File: src/rtl/core/dhd_pkg.sv
// Shared types and constants for the detection head decode filter.
// No dependencies; imported by every module of the block.
`default_nettype none

package dhd_pkg;

  localparam int VALUE_W     = 16;
  localparam int DIM_W       = 14;
  localparam int CORNER_W    = 18;
  localparam int QUEUE_DEPTH = 4;
  localparam int QPTR_W      = $clog2(QUEUE_DEPTH);
  localparam int QLVL_W      = $clog2(QUEUE_DEPTH + 1);

  // Kept detection as handed from the front to the back.
  typedef struct packed {
    logic [15:0]        pred_index;
    logic [6:0]         class_index;
    logic [15:0]        confidence;
    logic [VALUE_W-1:0] cx;
    logic [VALUE_W-1:0] cy;
    logic [VALUE_W-1:0] w;
    logic [VALUE_W-1:0] h;
    logic               frame_done;
  } cand_t;

endpackage

`default_nettype wire

File: src/rtl/core/dhd_front.sv
// Front end: accepts prediction elements, holds box fields and objectness,
// runs the class argmax and pushes kept detections. Depends on dhd_pkg.
`default_nettype none

module dhd_front #(
  parameter int MAX_CLASSES     = 128,
  parameter int MAX_PREDICTIONS = 65536
) (
  input  wire logic                      clk,
  input  wire logic                      rst,
  input  wire logic                      s_tvalid,
  output logic                           s_tready,
  input  wire logic [15:0]               s_tdata,
  input  wire logic                      s_tlast,
  input  wire logic [15:0]               conf_threshold,
  input  wire logic [7:0]                class_count,
  input  wire logic [dhd_pkg::QLVL_W-1:0] q_level,
  output logic                           push,
  output dhd_pkg::cand_t                 push_data
);
  import dhd_pkg::*;

  localparam int POS_W  = $clog2(MAX_CLASSES + 5);
  localparam int PRED_W = (MAX_PREDICTIONS > 1) ? $clog2(MAX_PREDICTIONS) : 1;

  logic [POS_W-1:0]   pos;
  logic [PRED_W-1:0]  pred;
  logic [VALUE_W-1:0] box [4];
  logic [VALUE_W-1:0] obj;
  logic [VALUE_W-1:0] best;
  logic [POS_W-1:0]   top_class;

  logic               s1_valid;
  logic               s1_is_obj;
  logic               s1_is_cls;
  logic               s1_last;
  logic               s1_eof;
  logic [VALUE_W-1:0] s1_prod;
  logic [POS_W-1:0]   s1_cls;
  logic [PRED_W-1:0]  s1_pred;
  logic [VALUE_W-1:0] s1_box [4];
  logic [VALUE_W-1:0] s1_obj;

  logic               acc;
  logic [POS_W-1:0]   last_pos;
  logic               end_pred;
  logic [31:0]        prod_full;
  logic               s1_better;
  logic [VALUE_W-1:0] fin_best;
  logic [POS_W-1:0]   fin_cls;
  logic               s1_pending;

  always_comb begin
    if (class_count == 8'd0) begin
      last_pos = POS_W'(5);
    end else if (32'(class_count) > MAX_CLASSES) begin
      last_pos = POS_W'(MAX_CLASSES + 4);
    end else begin
      last_pos = POS_W'(class_count) + POS_W'(4);
    end
  end

  // Leave room for the detection still in the argmax stage and the one
  // this element could end.
  assign s1_pending = s1_valid & s1_last;
  assign s_tready   = ({1'b0, q_level} + (QLVL_W + 1)'(s1_pending)) < (QLVL_W + 1)'(QUEUE_DEPTH);
  assign acc        = s_tvalid & s_tready;
  assign end_pred   = pos >= last_pos;
  assign prod_full  = 32'(obj) * 32'(s_tdata);

  always_ff @(posedge clk) begin
    if (rst) begin
      pos    <= '0;
      pred   <= '0;
      obj    <= '0;
      box[0] <= '0;
      box[1] <= '0;
      box[2] <= '0;
      box[3] <= '0;
    end else if (acc) begin
      if (pos < POS_W'(4)) begin
        box[pos[1:0]] <= s_tdata;
      end
      if (pos == POS_W'(4)) begin
        obj <= s_tdata;
      end
      if (end_pred) begin
        pos <= '0;
        if (s_tlast || pred == PRED_W'(MAX_PREDICTIONS - 1)) begin
          pred <= '0;
        end else begin
          pred <= pred + PRED_W'(1);
        end
      end else if (s_tlast) begin
        pos  <= '0;
        pred <= '0;
      end else begin
        pos <= pos + POS_W'(1);
      end
    end
  end

  always_ff @(posedge clk) begin
    if (rst) begin
      s1_valid <= 1'b0;
    end else begin
      s1_valid <= acc;
    end
  end

  always_ff @(posedge clk) begin
    if (acc) begin
      s1_is_obj <= pos == POS_W'(4);
      s1_is_cls <= pos > POS_W'(4);
      s1_last   <= end_pred;
      s1_eof    <= s_tlast;
      s1_prod   <= prod_full[31:16];
      s1_cls    <= pos - POS_W'(5);
      s1_pred   <= pred;
      s1_box    <= box;
      s1_obj    <= obj;
    end
  end

  // Strictly greater wins, so the lower class keeps a tie.
  assign s1_better = s1_is_cls && (s1_prod > best);
  assign fin_best  = s1_better ? s1_prod : best;
  assign fin_cls   = s1_better ? s1_cls : top_class;

  always_ff @(posedge clk) begin
    if (rst) begin
      best      <= '0;
      top_class <= '0;
    end else if (s1_valid) begin
      if (s1_is_obj) begin
        best      <= '0;
        top_class <= '0;
      end else begin
        best      <= fin_best;
        top_class <= fin_cls;
      end
    end
  end

  assign push = s1_valid && s1_last && (s1_obj >= conf_threshold) &&
                (fin_best >= conf_threshold);

  always_comb begin
    push_data.pred_index  = 16'(s1_pred);
    push_data.class_index = 7'(fin_cls);
    push_data.confidence  = fin_best;
    push_data.cx          = s1_box[0];
    push_data.cy          = s1_box[1];
    push_data.w           = s1_box[2];
    push_data.h           = s1_box[3];
    push_data.frame_done  = s1_eof;
  end

  a_pos_bound: assert property (@(posedge clk) disable iff (rst)
    pos <= POS_W'(MAX_CLASSES + 4))
    else $error("element position beyond last class");

  a_eof_restart: assert property (@(posedge clk) disable iff (rst)
    acc && s_tlast |=> pos == '0 && pred == '0)
    else $error("frame end did not restart position and index");

endmodule

`default_nettype wire

File: src/rtl/core/dhd_queue.sv
// Short detection queue between front and back.
// Depends on dhd_pkg for the entry type and depth.
`default_nettype none

module dhd_queue (
  input  wire logic                      clk,
  input  wire logic                      rst,
  input  wire logic                      push,
  input  wire dhd_pkg::cand_t            push_data,
  input  wire logic                      pop,
  output dhd_pkg::cand_t                 pop_data,
  output logic                           valid,
  output logic [dhd_pkg::QLVL_W-1:0]     level
);
  import dhd_pkg::*;

  cand_t             slots [QUEUE_DEPTH];
  logic [QPTR_W-1:0] wr_ptr;
  logic [QPTR_W-1:0] rd_ptr;

  assign valid    = level != '0;
  assign pop_data = slots[rd_ptr];

  always_ff @(posedge clk) begin
    if (push) begin
      slots[wr_ptr] <= push_data;
    end
  end

  always_ff @(posedge clk) begin
    if (rst) begin
      wr_ptr <= '0;
      rd_ptr <= '0;
      level  <= '0;
    end else begin
      if (push) begin
        wr_ptr <= wr_ptr + QPTR_W'(1);
      end
      if (pop) begin
        rd_ptr <= rd_ptr + QPTR_W'(1);
      end
      if (push && !pop) begin
        level <= level + QLVL_W'(1);
      end else if (pop && !push) begin
        level <= level - QLVL_W'(1);
      end
    end
  end

  a_no_overflow: assert property (@(posedge clk) disable iff (rst)
    push |-> (level < QLVL_W'(QUEUE_DEPTH)) || pop)
    else $error("push into full queue");

  a_no_underflow: assert property (@(posedge clk) disable iff (rst)
    pop |-> level != '0)
    else $error("pop from empty queue");

endmodule

`default_nettype wire

File: src/rtl/core/dhd_back.sv
// Back end: scales box corners by image size, clamps them and drives the
// result stream from an output register. Depends on dhd_pkg.
`default_nettype none

module dhd_back (
  input  wire logic                       clk,
  input  wire logic                       rst,
  input  wire logic                       q_valid,
  input  wire dhd_pkg::cand_t             q_data,
  output logic                            pop,
  input  wire logic [dhd_pkg::DIM_W-1:0]  image_width,
  input  wire logic [dhd_pkg::DIM_W-1:0]  image_height,
  output logic                            m_tvalid,
  input  wire logic                       m_tready,
  output logic [111:0]                    m_tdata,
  output logic                            m_tlast
);
  import dhd_pkg::*;

  localparam int PROD_W = VALUE_W + DIM_W;

  function automatic logic [CORNER_W-1:0] corner_lo(input logic [PROD_W-1:0] cp,
                                                    input logic [PROD_W-1:0] sp);
    logic [PROD_W:0] centre2;
    logic [PROD_W:0] diff;
    begin
      centre2 = {cp, 1'b0};
      diff    = centre2 - (PROD_W + 1)'(sp);
      if (centre2 > (PROD_W + 1)'(sp)) begin
        corner_lo = CORNER_W'(diff >> 13);
      end else begin
        corner_lo = '0;
      end
    end
  endfunction

  function automatic logic [CORNER_W-1:0] corner_hi(input logic [PROD_W-1:0] cp,
                                                    input logic [PROD_W-1:0] sp,
                                                    input logic [DIM_W-1:0]  dim);
    logic [PROD_W+1:0]     total;
    logic [PROD_W-12:0]    hi;
    logic [CORNER_W-1:0]   limit;
    begin
      total = (PROD_W + 2)'({cp, 1'b0}) + (PROD_W + 2)'(sp);
      hi    = total[PROD_W+1:13];
      limit = {dim, 4'b0000};
      if (hi > (PROD_W - 11)'(limit)) begin
        corner_hi = limit;
      end else begin
        corner_hi = CORNER_W'(hi);
      end
    end
  endfunction

  logic              b1_valid;
  cand_t             b1;
  logic [PROD_W-1:0] pxc;
  logic [PROD_W-1:0] pxs;
  logic [PROD_W-1:0] pyc;
  logic [PROD_W-1:0] pys;
  logic              out_adv;
  logic              b1_take;

  assign out_adv = !m_tvalid || m_tready;
  assign b1_take = b1_valid && out_adv;
  assign pop     = q_valid && (!b1_valid || out_adv);

  always_ff @(posedge clk) begin
    if (rst) begin
      b1_valid <= 1'b0;
      m_tvalid <= 1'b0;
    end else begin
      if (pop) begin
        b1_valid <= 1'b1;
      end else if (b1_take) begin
        b1_valid <= 1'b0;
      end
      if (out_adv) begin
        m_tvalid <= b1_valid;
      end
    end
  end

  always_ff @(posedge clk) begin
    if (pop) begin
      b1  <= q_data;
      pxc <= PROD_W'(q_data.cx) * PROD_W'(image_width);
      pxs <= PROD_W'(q_data.w) * PROD_W'(image_width);
      pyc <= PROD_W'(q_data.cy) * PROD_W'(image_height);
      pys <= PROD_W'(q_data.h) * PROD_W'(image_height);
    end
  end

  always_ff @(posedge clk) begin
    if (b1_take) begin
      m_tdata <= {1'b0,
                  corner_hi(pyc, pys, image_height),
                  corner_hi(pxc, pxs, image_width),
                  corner_lo(pyc, pys),
                  corner_lo(pxc, pxs),
                  b1.confidence,
                  b1.class_index,
                  b1.pred_index};
      m_tlast <= b1.frame_done;
    end
  end

  a_pop_fills: assert property (@(posedge clk) disable iff (rst)
    pop |=> b1_valid)
    else $error("popped detection lost before product stage");

endmodule

`default_nettype wire

File: src/rtl/core/detection_head_decode_filter.sv
// Top level of the detection head decode filter: APB register file and the
// front, queue and back sub-blocks. Depends on dhd_pkg, dhd_front, dhd_queue, dhd_back.
//
// The block takes one prediction element per cycle (cx, cy, w, h, objectness,
// then class_count class scores, all unsigned Q0.16) and emits at most one
// detection per prediction, on its last element, when objectness and the best
// objectness-times-score product both reach conf_threshold. Input rate is one
// element per clock; s_tready drops only when the four-entry detection queue
// has no room for what the front may still push, which happens only when the
// result side has been stalled for a while. From the last element of a
// prediction, the result reaches m_tdata through the front's multiply stage,
// whose argmax decision pushes the queue, the queue entry, the back's corner
// multiply stage and the output register. Since every prediction has at least
// six elements, results never limit the input rate with an idle result side.
// Corners are in pixels with 4 fraction bits, left and top clamped at 0,
// right and bottom clamped to the image size times 16. end_of_frame on s_tlast
// restarts the prediction index; frame_done on m_tlast marks a detection from
// that element. Write configuration only while the block is idle.
`default_nettype none

module detection_head_decode_filter #(
  parameter int MAX_CLASSES     = 128,
  parameter int MAX_PREDICTIONS = 65536
) (
  input  wire logic         clk,
  input  wire logic         rst,
  // Element stream
  input  wire logic         s_tvalid,
  output logic              s_tready,
  input  wire logic [15:0]  s_tdata,   // [15:0] value
  input  wire logic         s_tlast,   // end_of_frame
  // Detection stream
  output logic              m_tvalid,
  input  wire logic         m_tready,
  output logic [111:0]      m_tdata,   // [15:0] pred_index, [22:16] class_index,
                                       // [38:23] confidence, [56:39] left_x,
                                       // [74:57] top_y, [92:75] right_x,
                                       // [110:93] bottom_y, [111] zero
  output logic              m_tlast,   // frame_done
  // Register port
  input  wire logic         psel,
  input  wire logic         penable,
  input  wire logic         pwrite,
  input  wire logic [3:0]   paddr,
  input  wire logic [31:0]  pwdata,
  output logic [31:0]       prdata,
  output logic              pready
);
  import dhd_pkg::*;

  localparam logic [1:0] REG_THRESHOLD = 2'd0;
  localparam logic [1:0] REG_CLASSES   = 2'd1;
  localparam logic [1:0] REG_WIDTH     = 2'd2;
  localparam logic [1:0] REG_HEIGHT    = 2'd3;

  logic [15:0]       conf_threshold;
  logic [7:0]        class_count;
  logic [DIM_W-1:0]  image_width;
  logic [DIM_W-1:0]  image_height;
  logic              wr_en;

  logic              push;
  cand_t             push_data;
  logic              pop;
  cand_t             pop_data;
  logic              q_valid;
  logic [QLVL_W-1:0] q_level;

  assign pready = 1'b1;
  assign wr_en  = psel && penable && pwrite && pready;

  // Register writes keep the low bits of the write data.
  always_ff @(posedge clk) begin
    if (rst) begin
      conf_threshold <= 16'd16384;
      class_count    <= 8'd80;
      image_width    <= 14'd640;
      image_height   <= 14'd640;
    end else if (wr_en) begin
      unique case (paddr[3:2])
        REG_THRESHOLD: conf_threshold <= pwdata[15:0];
        REG_CLASSES:   class_count    <= pwdata[7:0];
        REG_WIDTH:     image_width    <= pwdata[DIM_W-1:0];
        REG_HEIGHT:    image_height   <= pwdata[DIM_W-1:0];
        default:       ;
      endcase
    end
  end

  always_comb begin
    unique case (paddr[3:2])
      REG_THRESHOLD: prdata = {16'd0, conf_threshold};
      REG_CLASSES:   prdata = {24'd0, class_count};
      REG_WIDTH:     prdata = {{(32 - DIM_W){1'b0}}, image_width};
      REG_HEIGHT:    prdata = {{(32 - DIM_W){1'b0}}, image_height};
      default:       prdata = '0;
    endcase
  end

  // Front: element bookkeeping, argmax and threshold decision.
  dhd_front #(
    .MAX_CLASSES     (MAX_CLASSES),
    .MAX_PREDICTIONS (MAX_PREDICTIONS)
  ) u_front (
    .clk            (clk),
    .rst            (rst),
    .s_tvalid       (s_tvalid),
    .s_tready       (s_tready),
    .s_tdata        (s_tdata),
    .s_tlast        (s_tlast),
    .conf_threshold (conf_threshold),
    .class_count    (class_count),
    .q_level        (q_level),
    .push           (push),
    .push_data      (push_data)
  );

  // Queue: absorb kept detections while the result side stalls.
  dhd_queue u_queue (
    .clk       (clk),
    .rst       (rst),
    .push      (push),
    .push_data (push_data),
    .pop       (pop),
    .pop_data  (pop_data),
    .valid     (q_valid),
    .level     (q_level)
  );

  // Back: scale and clamp corners, drive the result stream.
  dhd_back u_back (
    .clk          (clk),
    .rst          (rst),
    .q_valid      (q_valid),
    .q_data       (pop_data),
    .pop          (pop),
    .image_width  (image_width),
    .image_height (image_height),
    .m_tvalid     (m_tvalid),
    .m_tready     (m_tready),
    .m_tdata      (m_tdata),
    .m_tlast      (m_tlast)
  );

endmodule

`default_nettype wire

File: config.mk
export PLATFORM = sky130hd
export DESIGN_NAME = detection_head_decode_filter
export DESIGN_NICKNAME = d
export VERILOG_FILES = /design/src/rtl/core/dhd_pkg.sv /design/src/rtl/core/dhd_front.sv /design/src/rtl/core/dhd_queue.sv /design/src/rtl/core/dhd_back.sv /design/src/rtl/core/detection_head_decode_filter.sv
export SDC_FILE = /design/constraint.sdc
export NUM_CORES = 2
export LEC_CHECK = 0
export BUFFER_PORTS_ARGS = -buffer_cell sky130_fd_sc_hd__buf_4
export CAP_MARGIN = 30
export CORE_ASPECT_RATIO = 0.5
export CORE_UTILIZATION = 50
export CTS_BUF_LIST = sky130_fd_sc_hd__clkbuf_4 sky130_fd_sc_hd__clkbuf_8
export CTS_CLUSTER_SIZE = 30
export DETAILED_ROUTE_END_ITERATION = 10
export HOLD_SLACK_MARGIN = 0.12
export PLACE_DENSITY = 0.66
export SYNTH_ARGS = -nofsm -noshare
export SYNTH_HDL_FRONTEND = slang
export SYNTH_SLANG_ARGS = --single-unit
File: constraint.sdc
create_clock -name clk -period 22.6 [get_ports clk]
set_input_delay 4.52 -clock clk [delete_from_list [all_inputs] [get_ports clk]]
set_output_delay 4.52 -clock clk [all_outputs]
set_load 0.05 [all_outputs]
Word level (Yosys, flattened, before mapping)
Memory sizes are Yosys's and may differ from the RTL's. A register that Yosys moved wholly into a read port is not among the register bits.
Index checks and enable logic that the tools add are counted.
Storage, ports and cells
  flip-flop bits (word level): 584
  latch bits: 0
  bits in writable memories: 416
  bits in read-only memories: 0
  input bits: 60
  output and inout port bits: 148
  word-level logic and storage cells: 142
  memories: 1
Memory list
  u_queue.slots: depth 4, bits a word 104, rd ports 1, clocked after Yosys merged registers in 1, write ports 1, line dhd_queue.sv:17  | cand_t slots [QUEUE_DEPTH];
Cells by class
  add/sub/neg operators: 13
  multiply operators: 5
  divide/modulo/power cells: 0
  order comparisons: 14
  equal/unequal tests: 5
  shift operators: 0
  muxes and demuxes: 25
  bitwise gates (word level): 3
  reduce and logical (&&, ||, !) cells: 31
Operator list (number)
  $pmux W32 S4: 1
  $mul A16 B14 Y30: 4
  $mux W16: 6
  $add A31 B30 Y32: 2
  $bwmux W64: 1
  $gt A31 B30 Y1: 2
  $sub A31 B30 Y31: 2
  $gt A19 B18 Y1: 2
  $mux W18: 2
  $demux W16 S2: 1
  $ge A16 B16 Y1: 2
  $mul A16 B16 Y32: 1
  $mux W8: 4
  $add A16 B1 Y16 const B: 1
  $eq A16 B16 Y1 const B: 1
  $gt A16 B16 Y1: 1
  $mux W7: 2
  $reduce_and A2 Y1: 7
  $logic_and A1 B1 Y1: 11
  $add A8 B1 Y8 const B: 1
  $add A8 B3 Y8 const B: 1
  $eq A8 B3 Y1 const B: 1
  $ge A8 B8 Y1: 1
  $gt A8 B3 Y1 const B: 1
  other kinds (23): 38

Depth between registers and ports, before layout
  depth after elaboration: 9
  gate-level depth with buffers: 29
  mapped depth without buffers: 27

Modules after synthesis
From an unflattened synthesis, not the netlist that was laid out.
Unflattened totals
  cells, all modules: 7262
  area, all modules: 80144.4 um^2
Modules (own cells, without submodules)
  dhd_back: instances 1, cells an instance 4487, area an instance 43360.3 um^2, seq. area each 8207.9 um^2
  dhd_front: instances 1, cells an instance 1945, area an instance 18709.2 um^2, seq. area each 6256.0 um^2
  dhd_queue: instances 1, cells an instance 587, area an instance 15447.3 um^2, seq. area each 12672.2 um^2
  detection_head_decode_filter: instances 1, cells an instance 243, area an instance 2627.5 um^2, seq. area each 1041.0 um^2

Worst setup path after synthesis
OpenSTA, ideal clock, no wires.
  path type: input to register
  from: in m_tready
  to: reg u_queue.level[2] in the netlist's numbering
  arrival: 13924 ps
  data required time: 22530 ps
  path slack: 8606 ps
  cell stages on the path: 9
  path buffers: 0
  cells stage by stage: nor2b_1 a21oi_1 inv_1 ha_1 inv_1 fa_1 xor2_1 or3_1 a21oi_1
Between the ends
  word-level cells in the longest chain between the ends: 6
  elaborated cells on any way between the ends: 8
  classes of those cells: mux: 1; reduce/logical: 7
Ends and longest elaborated chain
  start: declaration: line detection_head_decode_filter.sv:34  | input wire logic m_tready,
  $logic_or A1 B1 Y1 (*): line dhd_back.sv:64  | assign out_adv = !m_tvalid || m_tready;
  $logic_or A1 B1 Y1 (*): line dhd_back.sv:66  | assign pop = q_valid && (!b1_valid || out_adv);
  $logic_and A1 B1 Y1 (*): line dhd_back.sv:66
  via pop: line detection_head_decode_filter.sv:64  | logic pop;
  $logic_not A1 Y1: line dhd_queue.sv:42  | if (push && !pop) begin
  $logic_and A1 B1 Y1: line dhd_queue.sv:42
  $mux W3 / $reduce_bool A2 Y1 (equally long branches)
  end signal: assignment: line dhd_queue.sv:43  | level <= level + QLVL_W'(1);
  end signal: assignment: line dhd_queue.sv:45  | level <= level - QLVL_W'(1);
  end: declaration: line dhd_queue.sv:13  | output logic [dhd_pkg::QLVL_W-1:0] level
Mark *: on every way through the listed nets, which the timed path passes. The rest lies on a longest branch.
A chain may end at the register's enable or synchronous reset.

Worst setup path after layout
  from: in paddr[3]
  to: out prdata[1]
Between the ends
  word-level cells in the longest chain between the ends: 2
  elaborated cells on any way between the ends: 5
  classes of those cells: eq/ne: 3; mux: 1; reduce/logical: 1
Ends and longest elaborated chain
  start: declaration: line detection_head_decode_filter.sv:44  | input wire logic [3:0] paddr,
  $eq A2 B2 Y1, or another cell as far along: line detection_head_decode_filter.sv:91  | unique case (paddr[3:2])
  $pmux W32 S4 (*): line detection_head_decode_filter.sv:91
  end: declaration: line detection_head_decode_filter.sv:46  | output logic [31:0] prdata,
Every way passes the cells marked *; elsewhere a longest branch is shown, timed or not. The select of a mux whose other input is x is not followed.

==> qor.csv <==
stage;metric;value;unit
cts;TritonCTS Buffers;153;
setup_path;WS Path Type;in2out;
sta;final-report hold violation count;0;
yosys;Post-Synth Simple-Gate Area;0.121;
sta;setup_tns;0;ns
sta;fin crit period;10.26;ns
global_route;largest net degree at the start of global routing;89;
yosys;Mean Syn Cell Area;11.0;µm²
sta;Max-Slew Margin vs Limit;0.329;
cts;root buffer cell;clkbuf_8;
cts;CTS Hold Bufs;0;
floorplan;die area;159000;µm²
pwr;leak pwr;37.9;nW
cts;H-tree levels;4;
floorplan;Initial Util;0.507;
floorplan;Core Box Area;156000;µm²
sta;skew final;0.114;ns
sta;fin. max-slew vios;0;
yosys;post-synthesis sequential area ratio;0.357;
yosys;Synth Instances;7142;
yosys;Yosys top cell by area;edfxtp_1;
setup_path;WP data arrival;5.74;ns
pwr;Max VDD drop;0.0737;mV
routing;via/cell ratio;5.45;
setup_path;CP Max Fanout;22;
cts;CTS Sinks;1002;
worst_hold_path;min-delay worst type;reg2reg;
placed_design;cell count after placement;9118;
pwr;Int Pwr;0.00563;W
floorplan;Die X;564;µm
routing;Post-DRT Antenna Nets;0;
yosys;XOR/XNOR Fraction of Synth Area;0.0232;
yosys;Synth Area in Adders;0.326;
finish;Layout Cells excl Fill;9388;
yosys;EDFF count, synth;811;
routing;Post-Route WL;190;mm
finish;nets;8799;
sta;Max Fclk;0.0974;GHz
placed_design;routability cong.;0.865;
cts;post-cts sizing count;0;
placed_design;PortBufs;171;
global_route;grt ovf;0;
yosys;Synth cell types;82;
run_status;status;finished clean;
sta;worst slew pin tran;1.01;ns
floorplan;I/O pins;208;
routing;vias;51199;
cts;CTS tree;yes;
yosys;ys flop type;edfxtp_1;
pwr;PD cells;119;nW/µm²
global_route;initial antenna violation count;5;
run;max cap viols;0;
setup_path;delay-heaviest family, CP;multiplexers;
setup_path;slowest stage delay, CP;0.66;ns
yosys;post-synthesis compound-gate area fraction;0.0609;
setup_path;most used cell, CP;buf_4;
pwr;Switch Pwr;0.00452;W
pwr;Gate power share;0.563;
setup_path;crit path cell chain;buf_4 > mux4_2 > buf_4;
routing;1st-iter DRT viols;3734;
floorplan;Die Y;283;µm
sta;endpoints failing setup;0;
yosys;Post-Synthesis Cell Area;78900;µm²
yosys;flops & latches, synth;1002;
setup_path;Critical Path RT;18.08;ns
setup_path;startpoint types;primary input;
routing;First-pass DRT Iterations;6;
setup_path;buffer and inverter count on the worst path;2;
yosys;post-synthesis mux area share;0.0407;
routing;drt drc;0;
global_route;GRT Total Usage;0.242;
sta;setup repair after global routing missed its margin;no;
pwr;switching share of power;0.446;
finish;share of cells above drive strength 1;0.0938;
cts;clock-pin slew on the worst setup and hold paths;0.07;ns
yosys;Warnings, synthesis;0;
routing;WL per Instance;20.3;µm
yosys;cell with the most instances after synthesis;inv_1;
yosys;commonest cells in the synthesized netlist;inv_1, nand2_1, fa_1, edfxtp_1, ha_1;
finish;area grow syn2layout;8.04;%
floorplan;row count;102;
yosys;Synth area leaders;edfxtp_1, fa_1, ha_1, inv_1, dfxtp_1;
sta;fin crit share;0.454;
placed_design;HPWL Detailed;136;mm
yosys;Yosys top cell area share;0.309;
setup_path;slowest CP cell;mux4_2;
global_route;vias in the first global route;51653;
global_route;first-pass GRT wire length;296;mm
cts;clk buf depth;4;
pwr;Clock Power Share;0.158;
cts;Clk Latency, worst-skew pair;0.90;ns
cts;postcts setup bufs;0;
pwr;sequential share of power;0.279;
yosys;Post-synth ARST share;0;
yosys;largest family of logic cells by synthesized area;adder cells;
setup_path;critical path endpoint category;primary output;
-- placed cells by master, fill, tap and decap left out, drive strengths merged, types with 9 or more instances in the layout --
| cell type | n |
|---|---|
| nor2 | 205 |
| nor2b | 45 |
| o21ai | 115 |
| nand2 | 949 |
| nor3 | 43 |
| a32o | 22 |
| a211oi | 21 |
| clkbuf | 228 |
| xnor2 | 158 |
| nand2b | 38 |
| buf | 229 |
| a211o | 10 |
| conb | 18 |
| and3 | 32 |
| mux4 | 112 |
| dfxtp | 191 |
| ha | 690 |
| xor2 | 51 |
| edfxtp | 811 |
| nand4 | 25 |
| mux2i | 11 |
| nand3 | 36 |
| a21oi | 301 |
| clkinv | 24 |
| a31oi | 17 |
| and2 | 555 |
| o31ai | 11 |
| o41ai | 9 |
| nor4 | 12 |
| o21a | 36 |
| inv | 1123 |
| or3 | 16 |
| a21o | 95 |
| fa | 854 |
| o21bai | 34 |
| mux2 | 49 |
-- registers in the layout, indices dropped and copies added (netlist names), 14 cells and up, named ones only --
register           count
u_back.pxs            30
u_front.push_data     64
u_queue.slots        416
u_front.pred          16
image_height          14
u_back.b1             40
u_back.pxc            30
u_front.obj           16
u_back.pyc            30
u_back.m_tdata       111
u_front.s1_pred       16
u_front.box           64
u_front.best          16
u_front.s1_prod       16
u_front.s1_obj        16
conf_threshold        16
u_back.pys            30
image_width           14
-- layer usage --
metal | GRT usage | routed length, µm
met5 | 0 | 9
met4 | 0.0561 | 3860
met3 | 0.0388 | 13200
met2 | 0.377 | 85100
met1 | 0.356 | 88000
-- layout make-up --
| cell class | instances | area (µm²) |
|---|---|---|
| fill | 13475 | 70500 |
| multi-input combinational | 4686 | 45200 |
| sequential | 1002 | 28200 |
| inverter | 1123 | 4220 |
| clock buffer | 228 | 2790 |
| tap | 2080 | 2600 |
| timing repair buffer | 229 | 1800 |
| clock inverter | 37 | 383 |
| antenna | 3 | 7.51 |
-- path summary, 6_finish.rpt --
check,depth (start not counted),end,startpoint,slack (ns)
max reg2reg,26,u_back.pxc[29]$_DFFE_PP_,flop,13.27
max,3,prdata[1],paddr[3],12.34
min reg2reg,0,u_back.m_tdata[34]$_DFFE_PP_,u_back.b1[76]$_DFFE_PP_,0.37
min,0,u_back.m_tdata[34]$_DFFE_PP_,u_back.b1[76]$_DFFE_PP_,0.37
-- cells by family (layout without fill, tap and decap cells) --
logic type | after synthesis | after routing
AOI/OAI and AO/OA | 752 | 752
xor gates and xnor gates | 209 | 209
adders and majority gates | 1544 | 1544
buffers and inverters | 1470 | 1617
DFF | 1002 | 1002
muxes | 172 | 172
other | 2 | 21
and+or+nand+nor | 1991 | 1991
-- power groups by stage --
stage | combinational [W] | sequential (W) | clock (W)
6_report | 0.00572 | 0.00283 | 0.00160
5_1_grt | 0.00633 | 0.00287 | 0.00171
4_1_cts | 0.00568 | 0.00284 | 0.00163
3_5_place_dp | 0.00564 | 0.00287 | 0
3_3_place_gp | 0.00558 | 0.00286 | 0
2_1_floorplan | 0.00376 | 0.00314 | 0
-- through the flow --
step                power [W]  setup slack [ns]  hold slack, ns  cell area [µm²]  utilization
floorplan             0.00690              8.61           0.400            79000            -
finish                 0.0102             12.34           0.367            85200        0.547
global route           0.0109             12.21           0.375            85200        0.547
detailed placement    0.00852             11.60           0.405            82000        0.527
global placement      0.00844             11.65           0.402            81900        0.526
CTS                    0.0102             12.34           0.361            85200        0.547
-- worst reg2reg max path, delay by kind of cell, from the launching register on --
family          cells  cell delay [ns]
compound gates      8             1.97
simple gates        2             0.45
xor+xnor            1             0.12
flops               1             0.88
buf+inv             7             1.46
mux                 1             0.82
fa+ha+maj           7             3.32
(Power assumes the default switching activity.)
